[src/swk_pkg.sv]
// ----------------------------------------------------------------------------
// swk_pkg
// Shared constants and types for the stair-ways counter.
// ----------------------------------------------------------------------------
package swk_pkg;

  // parameter defaults
  localparam int K_MAX_DEF       = 16;
  localparam int N_MAX_DEF       = 1023;
  localparam int VALUE_WIDTH_DEF = 32;

  // fixed field widths
  localparam int STEP_W = 10;
  localparam int JUMP_W = 5;

  localparam logic [JUMP_W-1:0] JUMP_RESET = JUMP_W'(2);

  typedef enum logic [1:0] {
    ST_IDLE,
    ST_STEP,
    ST_FIN
  } state_t;

endpackage

[src/swk_ram.sv]
// ----------------------------------------------------------------------------
// swk_ram
// Window store: one write port, one read port, registered read data.
// ----------------------------------------------------------------------------
module swk_ram #(
  parameter int DEPTH = 17,
  parameter int WIDTH = 32
) (
  input  logic                     clk,
  input  logic                     we,
  input  logic [$clog2(DEPTH)-1:0] waddr,
  input  logic [WIDTH-1:0]         wdata,
  input  logic                     re,
  input  logic [$clog2(DEPTH)-1:0] raddr,
  output logic [WIDTH-1:0]         rdata
);

  logic [WIDTH-1:0] mem [DEPTH];
  logic [WIDTH-1:0] rdata_r;

  always_ff @(posedge clk) begin
    if (we) begin
      mem[waddr] <= wdata;
    end
  end

  always_ff @(posedge clk) begin
    if (re) begin
      rdata_r <= mem[raddr];
    end
  end

  assign rdata = rdata_r;

endmodule

[src/swk_ctrl.sv]
// ----------------------------------------------------------------------------
// swk_ctrl
// Sequencer and recurrence datapath; drives the window store.
// ----------------------------------------------------------------------------
module swk_ctrl #(
  parameter int K_MAX       = 16,
  parameter int N_MAX       = 1023,
  parameter int VALUE_WIDTH = 32
) (
  input  logic                           clk,
  input  logic                           rst_n,
  input  logic                           start,
  input  logic [swk_pkg::STEP_W-1:0]     step_count,
  input  logic [swk_pkg::JUMP_W-1:0]     max_jump,
  output logic                           busy,
  output logic                           res_valid,
  input  logic                           res_ready,
  output logic [VALUE_WIDTH-1:0]         res_ways,
  output logic                           res_ovf,
  output logic                           ram_we,
  output logic [$clog2(K_MAX+1)-1:0]     ram_waddr,
  output logic [VALUE_WIDTH-1:0]         ram_wdata,
  output logic                           ram_re,
  output logic [$clog2(K_MAX+1)-1:0]     ram_raddr,
  input  logic [VALUE_WIDTH-1:0]         ram_rdata
);
  import swk_pkg::*;

  localparam int DEPTH = K_MAX + 1;
  localparam int PW    = $clog2(DEPTH);
  localparam int NW    = $clog2(N_MAX + 1);
  localparam int KW    = $clog2(K_MAX + 1);
  localparam int CW    = (NW > KW) ? NW : KW;

  state_t                 state_r, state_nxt;
  logic [NW-1:0]          i_r, i_nxt;
  logic [NW-1:0]          n_r, n_nxt;
  logic [KW-1:0]          k_r, k_nxt;
  logic [VALUE_WIDTH-1:0] cur_r, cur_nxt;
  logic                   wrap_r, wrap_nxt;
  logic [PW-1:0]          wr_ptr_r, wr_ptr_nxt;
  logic [PW-1:0]          rd_ptr_r, rd_ptr_nxt;

  logic [NW-1:0]          n_clamp;
  logic [KW-1:0]          k_clamp;
  logic [VALUE_WIDTH-1:0] cur_dbl;
  logic [VALUE_WIDTH-1:0] next_val;

  // input clamping: zero jump acts as one, oversized values saturate
  always_comb begin
    if (32'(step_count) > 32'(N_MAX)) begin
      n_clamp = NW'(N_MAX);
    end else begin
      n_clamp = NW'(step_count);
    end
    if (max_jump == '0) begin
      k_clamp = KW'(1);
    end else if (32'(max_jump) > 32'(K_MAX)) begin
      k_clamp = KW'(K_MAX);
    end else begin
      k_clamp = KW'(max_jump);
    end
  end

  assign cur_dbl = {cur_r[VALUE_WIDTH-2:0], 1'b0};

  always_comb begin
    if (i_r == NW'(1)) begin
      next_val = VALUE_WIDTH'(1);
    end else if (CW'(i_r) <= CW'(k_r)) begin
      next_val = cur_dbl;
    end else begin
      next_val = cur_dbl - ram_rdata;
    end
  end

  always_ff @(posedge clk) begin
    if (!rst_n) begin
      state_r  <= ST_IDLE;
      i_r      <= '0;
      wrap_r   <= 1'b0;
      wr_ptr_r <= '0;
      rd_ptr_r <= '0;
    end else begin
      state_r  <= state_nxt;
      i_r      <= i_nxt;
      wrap_r   <= wrap_nxt;
      wr_ptr_r <= wr_ptr_nxt;
      rd_ptr_r <= rd_ptr_nxt;
    end
  end

  always_ff @(posedge clk) begin
    n_r   <= n_nxt;
    k_r   <= k_nxt;
    cur_r <= cur_nxt;
  end

  always_comb begin
    state_nxt  = state_r;
    i_nxt      = i_r;
    n_nxt      = n_r;
    k_nxt      = k_r;
    cur_nxt    = cur_r;
    wrap_nxt   = wrap_r;
    wr_ptr_nxt = wr_ptr_r;
    rd_ptr_nxt = rd_ptr_r;
    busy       = 1'b1;
    res_valid  = 1'b0;
    ram_we     = 1'b0;
    ram_waddr  = wr_ptr_r;
    ram_wdata  = next_val;
    ram_re     = 1'b0;
    ram_raddr  = rd_ptr_r;

    unique case (state_r)
      ST_IDLE: begin
        busy = 1'b0;
        if (start) begin
          // seed window[0] = 1
          ram_we     = 1'b1;
          ram_waddr  = '0;
          ram_wdata  = VALUE_WIDTH'(1);
          i_nxt      = NW'(1);
          n_nxt      = n_clamp;
          k_nxt      = k_clamp;
          cur_nxt    = VALUE_WIDTH'(1);
          wrap_nxt   = 1'b0;
          wr_ptr_nxt = PW'(1);
          rd_ptr_nxt = '0;
          state_nxt  = (n_clamp == '0) ? ST_FIN : ST_STEP;
        end
      end
      ST_STEP: begin
        ram_we  = 1'b1;
        cur_nxt = next_val;
        if (next_val < cur_r) begin
          wrap_nxt = 1'b1;
        end
        wr_ptr_nxt = (wr_ptr_r == PW'(DEPTH - 1)) ? '0 : wr_ptr_r + PW'(1);
        // prefetch the tap for the next step: entry (i+1)-k-1
        if (CW'(i_r) >= CW'(k_r)) begin
          ram_re     = 1'b1;
          rd_ptr_nxt = (rd_ptr_r == PW'(DEPTH - 1)) ? '0 : rd_ptr_r + PW'(1);
        end
        if (i_r == n_r) begin
          state_nxt = ST_FIN;
        end else begin
          i_nxt = i_r + NW'(1);
        end
      end
      ST_FIN: begin
        res_valid = 1'b1;
        if (res_ready) begin
          state_nxt = ST_IDLE;
        end
      end
      default: begin
        state_nxt = ST_IDLE;
      end
    endcase
  end

  assign res_ways = cur_r;
  assign res_ovf  = wrap_r;

endmodule

[src/stair_ways_k_jumps.sv]
// Sequence: the accepting cycle writes the seed, each ST_STEP state computes one
//   recurrence step, then ST_FIN hands the result to the output register.
// Throughput: a new transaction is accepted only after the last one leaves ST_FIN;
//   the single window RAM port pair carries one recurrence step per cycle.
// Reset: synchronous active-low rst_n idles the sequencer, drops out_valid and
//   sets max_jump to 2. Window contents need no clearing.
// ----------------------------------------------------------------------------
// stair_ways_k_jumps
// Counts jump sequences up a staircase with jumps of 1..k steps, mod 2^W.
// ----------------------------------------------------------------------------
module stair_ways_k_jumps #(
  parameter int K_MAX       = swk_pkg::K_MAX_DEF,
  parameter int N_MAX       = swk_pkg::N_MAX_DEF,
  parameter int VALUE_WIDTH = swk_pkg::VALUE_WIDTH_DEF
) (
  input  logic                           clk,
  input  logic                           rst_n,
  // configuration
  input  logic                           cfg_wr_en,
  input  logic [swk_pkg::JUMP_W-1:0]     cfg_wr_data,
  // input transaction
  input  logic                           in_valid,
  output logic                           in_stall,
  input  logic [swk_pkg::STEP_W-1:0]     in_step_count,
  // result transaction
  output logic                           out_valid,
  input  logic                           out_stall,
  output logic [VALUE_WIDTH-1:0]         out_ways,
  output logic                           out_overflowed
);
  import swk_pkg::*;

  localparam int PW = $clog2(K_MAX + 1);

  // max_jump register; clamping to 1..K_MAX happens at transaction start
  logic [JUMP_W-1:0] max_jump_r;

  always_ff @(posedge clk) begin
    if (!rst_n) begin
      max_jump_r <= JUMP_RESET;
    end else if (cfg_wr_en) begin
      max_jump_r <= cfg_wr_data;
    end
  end

  // sequencer <-> window RAM
  logic                   ram_we, ram_re;
  logic [PW-1:0]          ram_waddr, ram_raddr;
  logic [VALUE_WIDTH-1:0] ram_wdata, ram_rdata;

  logic                   busy;
  logic                   res_valid, res_ready;
  logic [VALUE_WIDTH-1:0] res_ways;
  logic                   res_ovf;
  logic                   start;

  // one transaction in flight; a result in the output register does not block acceptance, one still in ST_FIN does
  assign in_stall = busy;
  assign start    = in_valid && !busy;

  swk_ctrl #(
    .K_MAX       (K_MAX),
    .N_MAX       (N_MAX),
    .VALUE_WIDTH (VALUE_WIDTH)
  ) u_ctrl (
    .clk        (clk),
    .rst_n      (rst_n),
    .start      (start),
    .step_count (in_step_count),
    .max_jump   (max_jump_r),
    .busy       (busy),
    .res_valid  (res_valid),
    .res_ready  (res_ready),
    .res_ways   (res_ways),
    .res_ovf    (res_ovf),
    .ram_we     (ram_we),
    .ram_waddr  (ram_waddr),
    .ram_wdata  (ram_wdata),
    .ram_re     (ram_re),
    .ram_raddr  (ram_raddr),
    .ram_rdata  (ram_rdata)
  );

  // Window of the last K_MAX+1 counts. Each tap is read in a later cycle than
  // its write, and never at the address being written, so no bypass.
  swk_ram #(
    .DEPTH (K_MAX + 1),
    .WIDTH (VALUE_WIDTH)
  ) u_ram (
    .clk   (clk),
    .we    (ram_we),
    .waddr (ram_waddr),
    .wdata (ram_wdata),
    .re    (ram_re),
    .raddr (ram_raddr),
    .rdata (ram_rdata)
  );

  // Output register: holds the result while the consumer stalls.
  logic                   out_valid_r;
  logic [VALUE_WIDTH-1:0] out_ways_r;
  logic                   out_ovf_r;

  assign res_ready = !out_valid_r || !out_stall;

  always_ff @(posedge clk) begin
    if (!rst_n) begin
      out_valid_r <= 1'b0;
    end else if (res_valid && res_ready) begin
      out_valid_r <= 1'b1;
    end else if (!out_stall) begin
      out_valid_r <= 1'b0;
    end
  end

  always_ff @(posedge clk) begin
    if (res_valid && res_ready) begin
      out_ways_r <= res_ways;
      out_ovf_r  <= res_ovf;
    end
  end

  assign out_valid      = out_valid_r;
  assign out_ways       = out_ways_r;
  assign out_overflowed = out_ovf_r;

endmodule

[config.mk]
export PLATFORM = sky130hd
export DESIGN_NAME = stair_ways_k_jumps
export DESIGN_NICKNAME = d
export VERILOG_FILES = /design/src/swk_pkg.sv /design/src/swk_ram.sv /design/src/swk_ctrl.sv /design/src/stair_ways_k_jumps.sv
export SDC_FILE = /design/constraint.sdc
export NUM_CORES = 1
export LEC_CHECK = 0
export BUFFER_PORTS_ARGS = -buffer_cell sky130_fd_sc_hd__clkbuf_2
export CAP_MARGIN = 20
export CORE_ASPECT_RATIO = 0.75
export CORE_MARGIN = 4
export CORE_UTILIZATION = 57
export DETAILED_ROUTE_END_ITERATION = 8
export PLACE_DENSITY = 0.82
export REMOVE_ABC_BUFFERS = 1
export SYNTH_ARGS = -nofsm -noshare
export SYNTH_HDL_FRONTEND = slang
export SYNTH_SLANG_ARGS = --single-unit
[constraint.sdc]
create_clock -name clk -period 7.8 [get_ports clk]
set_input_delay 1.56 -clock clk [delete_from_list [all_inputs] [get_ports clk]]
set_output_delay 1.56 -clock clk [all_outputs]
set_load 0.005 [all_outputs]
# After elaboration in Yosys (flattened, before gate mapping)

Memory sizes are Yosys's and may differ from the RTL's. A register that Yosys moved wholly into a read port is not among the register bits.
Index checks and enable logic that the tools add are counted.
W data, S select, Z words.

Logic and storage cells: 88
Bits in latches: 0
Output and inout bits: 35
Memories: 1
Bits in read-only memories: 0
Flip-flop bits (word level): 109
Memory bits (writable): 544

Mux-type cells: 37
$lt $le $gt $ge: 4
Equality and inequality tests: 13
Div/mod/pow operators: 0
$add $sub $neg: 4
$mul: 0
Bitwise operators: 0
Reductions and logical operators: 16
Shift operators: 0

Memories:

| memory    | words | width | rd ports | clocked after memory_dff | wr ports | RTL line      | text |
|---|---|---|---|---|---|---|---|
| u_ram.mem | 17    | 32    | 1        | 1                        | 1        | swk_ram.sv:18 | `logic [WIDTH-1:0] mem [DEPTH];` |

Operator list:

| kind                    | number |
|---|---|
| $mux W32                | 5 |
| $pmux W32 S2            | 1 |
| $mux W5                 | 8 |
| $lt A32 B32 Y1          | 1 |
| $sub A32 B32 Y32        | 1 |
| $mux W10                | 2 |
| $pmux W10 S2            | 1 |
| $pmux W5 S2             | 2 |
| $reduce_and A3 Y1       | 4 |
| $mux W1                 | 11 |
| $add A10 B1 Y10 const B | 1 |
| $add A5 B1 Y5 const B   | 2 |
| $eq A10 B1 Y1 const B   | 1 |
| $eq A10 B10 Y1          | 1 |
| $eq A5 B5 Y1 const B    | 2 |
| $ge A10 B5 Y1           | 1 |
| $le A10 B5 Y1           | 1 |
| $logic_not A10 Y1       | 1 |
| $mux W2                 | 4 |
| $ne A2 B1 Y1 const B    | 4 |
| $ne A2 B2 Y1 const B    | 3 |
| $pmux W2 S3             | 1 |
| $gt A5 B5 Y1 const B    | 1 |
| $logic_not A5 Y1        | 1 |
| other kinds (10)        | 14 |

# Depth between registers and ports, before layout

Gate-level depths: netlist of the first run.

Word-level depth: 6
Mapped depth: 21
Mapped depth without buffers: 19

# Cells and area by module

From an unflattened synthesis of the first run, not the netlist that was laid out.

Cell total of the unflattened synthesis: 1779
Area, all modules: 29662.2 um2

By module, submodules not included:

| module             | area each (um2) | cells an instance | instances |
|---|---|---|---|
| swk_ram            | 21917.3         | 913               | 1 |
| swk_ctrl           | 6516.2          | 811               | 1 |
| stair_ways_k_jumps | 1228.7          | 55                | 1 |

# Least setup slack after synthesis of the first run

Ideal clock, no wire load.

Path type: input-to-reg
Start: input port in_valid
End: memory u_ram.mem[5][0], enable pin
Library setup time: 421 ps
Arrival: 3682 ps
Cell stages on the path: 6
Slack: 3697 ps
Cell sequence: nand2_1 -> inv_1 -> clkbuf_1 -> nor2_1 -> nand3b_1 -> nor2_1

Cells in the longest elaborated chain, start to end: 5
Elaborated cells between the ends (all ways): 7
Those cells by class: 6 x mux; 1 x reduce/logical

Ends and longest elaborated chain:

| what                          | RTL line                 | text |
|---|---|---|
| start, declared               | stair_ways_k_jumps.sv:22 | `input logic in_valid,` |
| $logic_and A1 B1 Y1 (*)       | stair_ways_k_jumps.sv:59 | `assign start = in_valid && !busy;` |
| $mux W1                       | swk_ctrl.sv:119          | `if (start) begin` |
| $pmux W1 S2                   | swk_ctrl.sv:116          | `unique case (state_r)` |
| $mux W1                       | swk_ram.sv:22            | `if (we) begin` |
| $mux W1 (implied by the code) | swk_ram.sv:23            | `mem[waddr] <= wdata;` |
| end, declared                 | swk_ram.sv:18            |  |

Mark *: on every way between the ends. The rest lies on a longest branch, timed or not.

# Worst setup path in the final report of the first run

Start: register u_ram.rdata_r[0] (netlist: u_ram.rdata[0]), read port of u_ram.mem
End: register u_ctrl.wrap_r (netlist: u_ctrl.res_ovf)

Cells in the longest elaborated chain, start to end: 6

Ends and longest elaborated chain:

| what                        | RTL line        | text |
|---|---|---|
| start, declared             | swk_ram.sv:19   | `logic [WIDTH-1:0] rdata_r;` |
| $sub A32 B32 Y32            | swk_ctrl.sv:73  | `next_val = cur_dbl - ram_rdata;` |
| $mux W32                    | swk_ctrl.sv:70  | `end else if (CW'(i_r) <= CW'(k_r)) begin` |
| $mux W32                    | swk_ctrl.sv:68  | `if (i_r == NW'(1)) begin` |
| net u_ctrl.next_val[10]     | swk_ctrl.sv:47  | `logic [VALUE_WIDTH-1:0] next_val;` |
| $lt A32 B32 Y1              | swk_ctrl.sv:137 | `if (next_val < cur_r) begin` |
| $ne A2 B1 Y1 (no line)      | --              |  |
| $reduce_and A3 Y1 (no line) | --              |  |
| end signal, assigned        | swk_ctrl.sv:87  | `wrap_r <= wrap_nxt;` |
| end, declared               | swk_ctrl.sv:40  | `logic wrap_r, wrap_nxt;` |

The timed path passes the listed nets, and every way through them passes these cells.
A chain may end at the register's enable or synchronous reset.

==> results.tsv, run 1 <==
stage	metric	value	unit
power_and_ir_drop	Pleak	11.1	nW
timing	crit share post-route	0.595	
floorplanning	die area	54800	µm²
layout	area grow syn2layout	11.0	%
clock_network	Setup Fix Bufs, Post-CTS	0	
global_routing	All-Layer GR Usage	0.258	
min_path	worst hold path type	reg -> reg	
synth	Mapped Avg Cell Area	17.1	µm²
synth	count leader, synth	edfxtp_1	
power_and_ir_drop	Pwr Density	279	nW/µm²
synth	register area share after synthesis	0.696	
synth	fraction of registers with async set/reset	0	
run_status	status	finished clean	
worst_setup_path	Req. time, crit path	8.35	ns
timing	Slew HR	0.268	
clock_network	Reg clk slew, reported paths	0.07	ns
floorplanning	Die Y-Extent	204	µm
global_routing	Overflow after GRT	0	
job	Max-Cap Viols	0	
timing	worst-margin pin slew	1.10	ns
synth	post-synth top area share	0.676	
global_routing	via count of the first global-routing pass	16000	
worst_setup_path	worst path arrival time	5.19	ns
worst_setup_path	Critical Path Start Type	flip-flop	
timing	Setup TNS Final	0	ns
timing	Final setup viols	0	
layout	Final Net Count	1881	
global_routing	largest net degree at the start of global routing	69	
clock_network	H-tree lvl count	2	
detailed_routing	DRT antenna net count	0	
global_routing	grt met2 use	0.395	
placed_design	dpl hpwl	41300	µm
timing	Period minus WS final	4.64	ns
global_routing	met3 Track Usage GR	0.0573	
layout	Final Util	0.642	
floorplanning	row cnt	71	
floorplanning	Core Area	50400	µm²
worst_setup_path	CP max FO	3	
timing	RSZ-0062 raised after global routing	false	
detailed_routing	Avg WL per Cell	28.1	µm
detailed_routing	drt drc	0	
synth	Synth Flop Type	edfxtp_1	
detailed_routing	1st-pass router iterations	6	
synth	post-synthesis register bit count	685	
clock_network	root buf cell	clkbuf_16	
synth	top area cells in the synthesized netlist	edfxtp_1 68%, mux4_2 12%, ha_1 3.2%, dfxtp_1 2.0%, nor2_1 1.9%	
clock_network	Sink Count	685	
synth	Synth cell types	62	
synth	Synth Instances	1699	
clock_network	cts hold-fix bufs	0	
global_routing	antenna violations before repair	0	
layout	multi-input logic area	8340	µm²
clock_network	CTS Buf Count	59	
layout	Fill cells	3353	
synth	Post-synth EDFFs	656	
timing	final hold vios	0	
clock_network	CTS tree	built	
timing	Layout Skew	0.0252	ns
placed_design	RePlAce Congestion	0.959	
clock_network	Gates resized, CTS repair	0	
detailed_routing	routed via count	16300	
global_routing	met1 usage	0.377	
clock_network	clk_lat worst skew	0.61	ns
worst_setup_path	Setup crit end kind	flip-flop	
detailed_routing	Post-Route WL	70000	µm
clock_network	Clock Path Buffers	3	
synth	Commonest cells post-synth	656 x edfxtp_1, 160 x mux4_2, 144 x nor2_1, 98 x inv_1, 74 x ha_1	
layout	FF/Latch Area	20300	µm²
floorplanning	Initial Util	0.578	
synth	Synth Cell Area	29100	µm²
placed_design	number of port buffers	54	
global_routing	GRT busiest layer	met2	
floorplanning	Die W	269	µm
layout	share of cells above drive strength 1	0.222	
power_and_ir_drop	Max IR drop VDD	0.207	mV
timing	worst setup margin	3.16	ns
synth	area leader, netlist	edfxtp_1	
floorplanning	I/O pins	55	
timing	fmax	0.215	GHz
detailed_routing	initial DRC count	2563	
timing	Max Slew Vio Count	0	
synth	synth warn	0	
global_routing	first-pass GRT wire length	104000	µm
layout	Antenna Cells	0	
worst_setup_path	Setup CP Type	reg -> reg	
detailed_routing	routed vias/inst	6.53	
placed_design	Place WS	3.25	ns
[layout make-up]
type | instances | area share
flip-flops and latches | 685 | 0.628
multi-input cells | 843 | 0.258
clock buffers | 83 | 0.0510
well taps | 657 | 0.0254
repair buffers | 99 | 0.0202
inverters | 98 | 0.0114
clock inverters | 27 | 0.00600
[cells in the final DEF, fill, tap and decap left out, types with 8 or more instances in the layout]
master,count
dfxtp_1,24
nand3_1,24
mux2_2,32
nor3_1,18
a31oi_1,12
clkinv_2,11
and2_1,17
ha_1,74
inv_1,98
mux4_2,160
nor2_4,17
edfxtp_1,656
clkbuf_1,18
clkbuf_2,54
or3_1,10
xor2_1,22
and3_1,11
nand2b_1,9
clkbuf_16,61
buf_4,39
a21oi_1,60
nor2b_1,8
a21o_1,29
xnor2_1,13
a211oi_1,14
clkinv_1,8
o21ai_0,39
mux2i_1,10
nand2_1,48
nor2_1,126
nand4_1,16
[path summary, 6_finish.rpt]
| path | endpoint | depth (start not counted) | startpoint | slack (ns) |
|---|---|---|---|---|
| worst min register to register | out_overflowed | 0 | u_ctrl.res_ovf | 0.44 |
| worst max register to register | u_ctrl.res_ovf | 18 | u_ram.rdata[0] | 3.16 |
| worst max-delay path | u_ctrl.res_ovf | 18 | u_ram.rdata[0] | 3.16 |
| worst min-delay path | out_overflowed | 0 | u_ctrl.res_ovf | 0.44 |
[flip-flops by register name (all words and copies together), names as in the netlist]
| name | flops |
|---|---|
| max_jump_r | 5 |
| out_overflowed | 1 |
| out_ways | 32 |
| u_ctrl.n_r | 10 |
| u_ctrl.res_ovf | 1 |
| u_ctrl.i_r | 10 |
| u_ctrl.k_r | 5 |
| u_ctrl.ram_raddr | 5 |
| out_valid | 1 |
| u_ram.mem | 544 |
| u_ram.rdata | 32 |
| u_ctrl.res_ways | 32 |
| u_ctrl.state_r | 2 |
| u_ctrl.wr_ptr_r | 5 |
[per-stage QoR]
| stage | std cells | power, mW | hold WS [ns] | area, µm² |
|---|---|---|---|---|
| CTS | 2481 | 9.01 | 0.449 | 32200 |
| detailed placement | 2371 | 6.21 | 0.435 | 30400 |
| floorplan | 1626 | 5.76 | 0.408 | 28800 |
| finish | 2492 | 9.03 | 0.443 | 32300 |
| global placement | 2371 | 6.15 | 0.438 | 30400 |
| global route | 2492 | 9.37 | 0.472 | 32300 |
[metal layers]
layer / wire, µm / vias to the layer above
li1: - / 6863
met1: 27500 / 8257
met2: 32500 / 994
met3: 7560 / 170
met4: 2460 / 0
met5: 0 / -
[worst max-delay path, stage by stage, from the launching register on]
cell      delay (ns)
edfxtp_1        0.52
inv_1           0.13
fa_1            0.51
a211o_1         0.36
a221oi_1        0.47
a21oi_1         0.15
nor2_1          0.20
o21ai_0         0.19
xor2_1          0.20
a21oi_1         0.26
nor2_1          0.09
ha_1            0.31
a21o_1          0.17
a21oi_1         0.18
nor2b_1         0.06
o21ai_0         0.14
a21oi_1         0.11
o311ai_0        0.34
and3_1          0.19
[power by group]
group | leakage, nW | internal, mW | switching (mW) | total [mW]
Sequential | 6.32 | 4.39 | 0.131 | 4.53
Clock | 0.899 | 1.54 | 1.28 | 2.82
Combinational | 3.86 | 0.688 | 0.991 | 1.68
[kinds of logic after synthesis]
| kind of cell | count (synthesis) | synth area share |
|---|---|---|
| AOI/OAI and AO/OA | 200 | 0.0449 |
| xor gates and xnor gates | 35 | 0.0105 |
| adders and majority gates | 75 | 0.0325 |
| buffers and inverters | 171 | 0.0223 |
| DFF | 685 | 0.696 |
| muxes | 202 | 0.140 |
| and+or+nand+nor | 331 | 0.0538 |
(Power assumes the default switching activity.)
==> run 2, diff against run 1 <==
PLACE_DENSITY = 0.85   (was 0.82)
clock period = 3.8 ns   (was 7.8 ns; I/O delays follow)
==> run 2 against run 1 <==
  * The run now ends with negative setup slack left
  * Largest cell class unchanged
  * Largest power group unchanged
  * Die area did not move
  * Core utilization rose by 2.7 points
  * First-iteration DRC count fell by 7.3%
  * Count of clock-buffer cells in the layout fell by 19
  * Sequential share of layout area fell by 2.6 points
  * Worst setup slack got worse by 3.3 ns
  * Register-to-register slack got worse by 3.3 ns
  * Non-clock buffer count rose by 111
  * Final cell count rose by 4.4%
==> results.tsv, run 2 (synthesis gave the netlist of run 1 again) <==
stage	metric	value	unit	change
floorplanning	Die Y-Extent	204	µm	unchanged
layout	Final Util	0.669		+0.0274
worst_setup_path	Setup crit end kind	flip-flop		
placed_design	dpl hpwl	44700	µm	+8.4%
floorplanning	Core Area	50400	µm²	unchanged
timing	crit share post-route	1.04		+0.445
timing	Final setup viols	1		+1
power_and_ir_drop	Pleak	11.8	nW	+6.0%
timing	worst setup margin	-0.152	ns	-3.31 ns
layout	share of cells above drive strength 1	0.288		+0.0657
global_routing	first-pass GRT wire length	110000	µm	+6.1%
worst_setup_path	Critical Path Start Type	flip-flop		
layout	Antenna Cells	0		unchanged
timing	Slew HR	0.227		-0.0407
detailed_routing	Top Layer Used	met4		
timing	Layout Skew	0.0193	ns	-0.00585 ns
worst_setup_path	Reg2Reg Capture Point	u_ctrl.res_ovf		
timing	final hold slack	0.352	ns	-0.0908 ns
worst_setup_path	R2R Setup Slk	-0.15	ns	-3.31 ns
detailed_routing	1st-pass router iterations	5		-1
floorplanning	die area	54800	µm²	unchanged
placed_design	Place WS	-0.261	ns	-3.51 ns
detailed_routing	routed wl met2	37100	µm	+14%
floorplanning	Initial Util	0.578		unchanged
detailed_routing	Post-Route WL	75900	µm	+8.5%
global_routing	antenna violations before repair	1		+1
floorplanning	Die W	269	µm	unchanged
timing	Period minus WS final	3.95	ns	-0.693 ns
power_and_ir_drop	Max IR drop VDD	0.491	mV	+140%
layout	Biggest register	u_ram.mem		
global_routing	largest net degree at the start of global routing	54		-22%
global_routing	via count of the first global-routing pass	16900		+5.1%
worst_setup_path	Setup crit start	u_ctrl.res_ways[9]		
detailed_routing	routed vias/inst	6.61		+1.1%
power_and_ir_drop	Pwr Density	574	nW/µm²	+110%
clock_network	CTS tree	built		
min_path	Worst Min Path Start	in_step_count[1]		
clock_network	clk_lat worst skew	0.60	ns	about the same
power_and_ir_drop	Power, Total	19.3	mW	+110%
clock_network	root buf cell	clkbuf_16		
run_status	status	complete, but fails checks		
run_status	failing checks	negative setup slack		
job	Max-Cap Viols	0		unchanged
layout	most common cell after layout, fill and taps aside	edfxtp_1		
layout	most frequent cells in the layout	656 x edfxtp_1, 160 x mux4_2, 129 x buf_4		
layout	max reg flops	544		unchanged
layout	area grow syn2layout	15.7	%	
layout	post-route cell area	33700	µm²	+4.3%
min_path	worst hold path endpoint	u_ctrl.n_r[1]		
worst_setup_path	Setup CP Type	reg -> reg		
worst_setup_path	CP max FO	4		+1
min_path	worst hold path type	in -> reg		
global_routing	Overflow after GRT	0		unchanged
timing	RSZ-0062 raised after global routing	true		
clock_network	Clock Path Buffers	3		unchanged
worst_setup_path	worst reg-to-reg path cell count	20		+2
floorplanning	row cnt	71		unchanged
placed_design	RePlAce Congestion	0.934		-2.6%
worst_setup_path	worst path arrival time	4.49	ns	-0.70 ns
floorplanning	I/O pins	55		unchanged
worst_setup_path	Req. time, crit path	4.33	ns	-4.02 ns
placed_design	Cell Area, Placed	31500	µm²	+3.7%
timing	final hold vios	0		unchanged
placed_design	number of port buffers	54		unchanged
clock_network	Sink Count	685		unchanged
detailed_routing	Met1 Wirelength	28500	µm	+3.6%
timing	Setup TNS Final	-0.152	ns	-0.152 ns
placed_design	cell count after placement	2482		+4.7%
layout	post-route insts no fill	2601		+4.4%
detailed_routing	routed via count	17200		+5.5%
clock_network	H-tree lvl count	2		unchanged
detailed_routing	initial DRC count	2377		-7.3%
detailed_routing	drt drc	0		unchanged
detailed_routing	Avg WL per Cell	29.2	µm	+3.9%
clock_network	CTS Buf Count	58		-1.7%
timing	worst-margin pin slew	1.16	ns	+0.0611 ns
clock_network	Reg clk slew, reported paths	0.06	ns	about the same
detailed_routing	DRT antenna net count	0		unchanged
timing	fmax	0.253	GHz	+18%
detailed_routing	DR WL met3	7560	µm	about the same
min_path	hold path cells	1		+1
worst_setup_path	worst r2r src	u_ctrl.res_ways[9]		
timing	Max Slew Vio Count	0		unchanged
layout	Final Net Count	1991		+5.8%
global_routing	All-Layer GR Usage	0.276		+0.0180
-- run 2: cell types whose count changed in the layout (fill, tap and decap cells not counted), sizes merged --
cell      previous run  this run
clkinvlp             3         2
bufinv               2         6
clkinv              21        34
clkbuf             138       119
buf                 44       155
inv                 99       100
-- run 2: cell type report --
type,instances,area [µm²]
clock buffer,64,1470
clock inverter,44,398
fill,3116,16700
inverter,98,368
multi-input combinational,843,8590
sequential,685,20300
tap,657,822
timing repair buffer,210,1760
-- run 2: routing by layer --
metal  up-vias  GRT usage
met5         -          0
met4         0     0.0898
met3       173     0.0478
met2      1151      0.441
met1      8778      0.394
li1       7082          -
-- run 2: power by group --
group          total (mW)  internal, mW  switching (mW)
Clock                5.89          3.22            2.68
Sequential           9.25          9.01           0.231
Combinational        4.21          1.82            2.39
-- run 2: worst max-delay path by stage --
stage,to
2_1_floorplan,u_ram.rdata[0]
3_3_place_gp,u_ctrl.res_ovf
3_5_place_dp,u_ctrl.res_ovf
4_1_cts,u_ctrl.res_ovf
5_1_grt,u_ctrl.res_ovf
6_report,u_ctrl.res_ovf
-- run 2: repair_timing --
| item | CTS | global route |
|---|---|---|
| resized for setup | 21 | 30 |
| pin swaps | 8 | 15 |
| buffers inserted | 2 | 3 |
| setup endpoints to repair | 35 | 86 |
| hold buffers | 0 | 0 |
-- run 2: worst max-delay path: stages, from the launching register on --
cell,delay (ns)
edfxtp_1,0.42
ha_1,0.37
buf_4,0.16
o21ai_0,0.08
nor2_1,0.17
o41ai_2,0.10
buf_4,0.15
a21o_1,0.23
a211o_1,0.33
and2_4,0.17
o311ai_4,0.22
nor2_1,0.07
ha_1,0.29
a21o_1,0.16
a21o_1,0.16
a21o_1,0.16
a21o_1,0.18
a21oi_2,0.14
o21ai_1,0.11
nand2_1,0.08
and3_1,0.13
